[src/rtl/rimt_pkg.sv]
// ----------------------------------------------------------------------------
// rimt_pkg: shared types and constants of the record identity match table
// Operation and status codes, controller states, cell control bundle and
// the count saturation helper.
// ----------------------------------------------------------------------------
package rimt_pkg;

	localparam int RIMT_DEPTH    = 256;
	localparam int RIMT_TAG_BITS = 16;
	localparam int FILE_TAG_W    = 16;
	localparam int OFFSET_W      = 32;
	localparam int LENGTH_W      = 16;
	localparam int DATE_W        = 32;
	localparam int HASH_W        = 32;
	localparam int OUT_CNT_W     = 9;
	localparam int CNT_MAX_W     = 13;

	typedef enum logic [1:0] {
		OP_INSERT = 2'd0,
		OP_LOOKUP = 2'd1,
		OP_REPORT = 2'd2,
		OP_CLEAR  = 2'd3
	} opcode_t;

	typedef enum logic [1:0] {
		ST_DONE = 2'd0,
		ST_DUP  = 2'd1,
		ST_FULL = 2'd2
	} status_t;

	typedef enum logic {
		CTL_IDLE,
		CTL_EXEC
	} ctl_state_t;

	// Broadcast to every cell in the execute cycle
	typedef struct packed {
		logic clear;
		logic mark;
	} cell_ctl_t;

	// Clamp a count to the 9-bit result fields
	function automatic logic [OUT_CNT_W-1:0] sat_count(input logic [CNT_MAX_W-1:0] v);
		logic [CNT_MAX_W-1:0] lim;
		lim = CNT_MAX_W'((1 << OUT_CNT_W) - 1);
		if (v > lim) begin
			sat_count = lim[OUT_CNT_W-1:0];
		end else begin
			sat_count = v[OUT_CNT_W-1:0];
		end
	endfunction

endpackage

[src/rtl/rimt_reduce.sv]
// ----------------------------------------------------------------------------
// rimt_reduce: hit summary over the cell row
// Folds the per-cell hit and unreferenced-hit flags into two flags.
// ----------------------------------------------------------------------------
module rimt_reduce
	import rimt_pkg::*;
#(
	parameter int DEPTH = RIMT_DEPTH
) (
	input  logic [DEPTH-1:0] hit,
	input  logic [DEPTH-1:0] fresh,
	output logic             any_hit,
	output logic             any_fresh
);

	assign any_hit   = |hit;
	assign any_fresh = |fresh;

endmodule

[config.mk]
export PLATFORM = sky130hd
export DESIGN_NAME = rimt_reduce
export DESIGN_NICKNAME = d
export VERILOG_FILES = /design/src/rtl/rimt_pkg.sv /design/src/rtl/rimt_reduce.sv
export SDC_FILE = /design/constraint.sdc
export NUM_CORES = 1
export LEC_CHECK = 0
export BUFFER_PORTS_ARGS = -buffer_cell sky130_fd_sc_hd__buf_2
export CORE_AREA = 2 2 202 204
export DETAILED_ROUTE_END_ITERATION = 10
export DIE_AREA = 0 0 204 206
export SETUP_SLACK_MARGIN = 0.02
export SYNTH_ARGS = -nofsm -noshare
export SYNTH_HDL_FRONTEND = slang
export SYNTH_SLANG_ARGS = --single-unit
[constraint.sdc]
create_clock -name vclk -period 0.81
set_input_delay 0.081 -clock vclk [all_inputs]
set_output_delay 0.081 -clock vclk [all_outputs]
set_load 0.02 [all_outputs]
==> results by group <==
Status
  – Status: complete, but fails checks
  – Failing checks: negative setup slack

Setup path
  – Slowest cell on crit path: nor4_4
  – Critical Path, Cell by Cell: buf_6, nor4_4, buf_4, nand4_1, nor4_4, nand4_1, buf_6
  – CP startpoint kind: primary input
  – Worst Setup Path Type: primary input to output pin
  – WP data arrival: 1540 ps
  – Crit-path leading delay family: simple AND/OR/NAND/NOR gates
  – Critical Path RT: 730 ps
  – Crit path buf inv count: 3
  – Crit path capture type: output pin
  – Crit-path max FO: 1
  – Max stage delay on crit path: 360 ps

Layout
  – Fillers: 4685
  – Fraction of layout cells with a size suffix above 1: 0.843
  – Clkbuf count: 0
  – Sequential cells: 0
  – Non-filler cells, final: 1273
  – Layout area overhead: 367%
  – Design Area, Final: between 5000 and 6000 um^2
  – Register area: 0 um^2
  – Final net count: 1239

Yosys
  – Share of the yosys chip area belonging to registers: 0
  – Post-Syn Instances: 170
  – Synthesized area: roughly 1100 um^2
  – Syn nets: 682
  – Syn avg cell area: 6.48 um^2
  – Synth cell types: 3
  – YS warnings: 0

STA
  – Final slew viol count: 0
  – Worst-margin pin slew: 423 ps
  – Max-slew headroom: 0.716
  – Max Freq: 617 MHz
  – Fin crit period: around 1600 ps
  – Fin crit share: 2.00
  – Worst setup margin: -812 ps
  – Final setup vio count: 2
  – Final hold violations: 0
  – RSZ-0062 raised after global routing: yes

Drt
  – Initial DRT Pass Iterations: 6
  – Post-route ant nets: 0
  – Final wirelength: between 20000 and 25000 um
  – # DRC: 0
  – Vias: between 4000 and 5000
  – DR iter-0 viols: 178
  – Post-DR vias/cell: 3.33
  – WL/cell: 16.2 um

Place
  – Pre-CTS WS: -1580 ps
  – DP Cell Count: 1258
  – Dpl hpwl: 19300 um
  – RD Place Congestion: ~0.9
  – Placed cell area: 4820 um^2
  – I/O Buffers: roughly 510

Global route
  – First-pass GRT wire length: 25600 um
  – Tot GR Track Use: 0.0866
  – Initial antenna violation count: 23
  – Largest net degree at the start of global routing: 2
  – Vias in the first global route: 4425
  – Total grt overflow: 0

Die
  – Initial Util: 0.0274
  – FP Rows: 74
  – Die width: 204 um
  – Die Ht: 206 um
  – I/O pins: slightly above 500
  – DIE AREA: roughly 42000 um^2
  – Core footprint: ~40000 um^2

Clock network
  – # Post-CTS Setup Buffers: 0
  – # hold bufs at CTS: 0

Power and ir drop
  – Leakage: 0.00241 uW
  – PwrDens: 334 nW/um^2
  – Peak supply drop: ~0.16 mV
  – Total chip power: 1720 uW

Worst hold path
  – Hold Crit Class: primary input to output pin

Job
  – Max-Cap Viols: 0
[where the power goes]
part           switching [uW]  internal [uW]  total [uW]
registers                   0              0           0
clock network               0        0.00265     0.00265
logic                     666           1050        1720
[what timing repair did]
item	in CTS	in global routing
gates resized for setup	37	8
gates cloned	0	0
setup endpoints to repair	2	2
pin swaps	12	0
[placed cells by master (no fill, tap or decap)]
| cell type | instances |
|---|---|
| buf_4 | 42 |
| buf_2 | 506 |
| nor4_4 | 11 |
| nor4_1 | 80 |
| diode_2 | 16 |
| nor4_2 | 45 |
| nand4_1 | 34 |
| buf_6 | 7 |
[layout make-up]
type	instances	area (um^2)	share of cell area
well taps	532	666	0.129
multi-input cells	170	1510	0.294
diodes	16	40.0	0.00779
repair buffers	555	2930	0.569
[logic make-up (layout without fill, tap and decap cells)]
group,Yosys count,after routing,share of synthesized area
other,0,16,0
and+or+nand+nor,170,170,1.00
buffers and inverters,0,555,0
[through the flow]
step	hold slack [ps]	setup TNS [ps]	util
4_1_cts	598	-1710	0.126
2_1_floorplan	443	-452	-
3_5_place_dp	613	-2780	0.120
6_report	598	-1570	0.128
3_3_place_gp	619	-2860	0.120
5_1_grt	645	-1760	0.128
[routing by layer]
layer / GRT usage / wire (um) / vias up
met1: 0.0613 / 5180 / 1832
met3: 0.00978 / 1800 / 66
met5: 0 / 13 / -
met2: 0.193 / 11800 / 368
met4: 0.0735 / 1900 / 2
li1: - / - / 1976
[final timing paths]
path,startpoint,endpoint,slack [ps],depth (start not counted)
worst max-delay path,fresh[18],any_fresh,-810,7
worst min-delay path,hit[104],any_hit,600,6
[Yosys cell counts]
cell,count,share of area
nand4_1,34,0.19
nor4_1,130,0.74
nor4_2,6,0.068
Note: power is estimated with default switching activity, not from simulation.
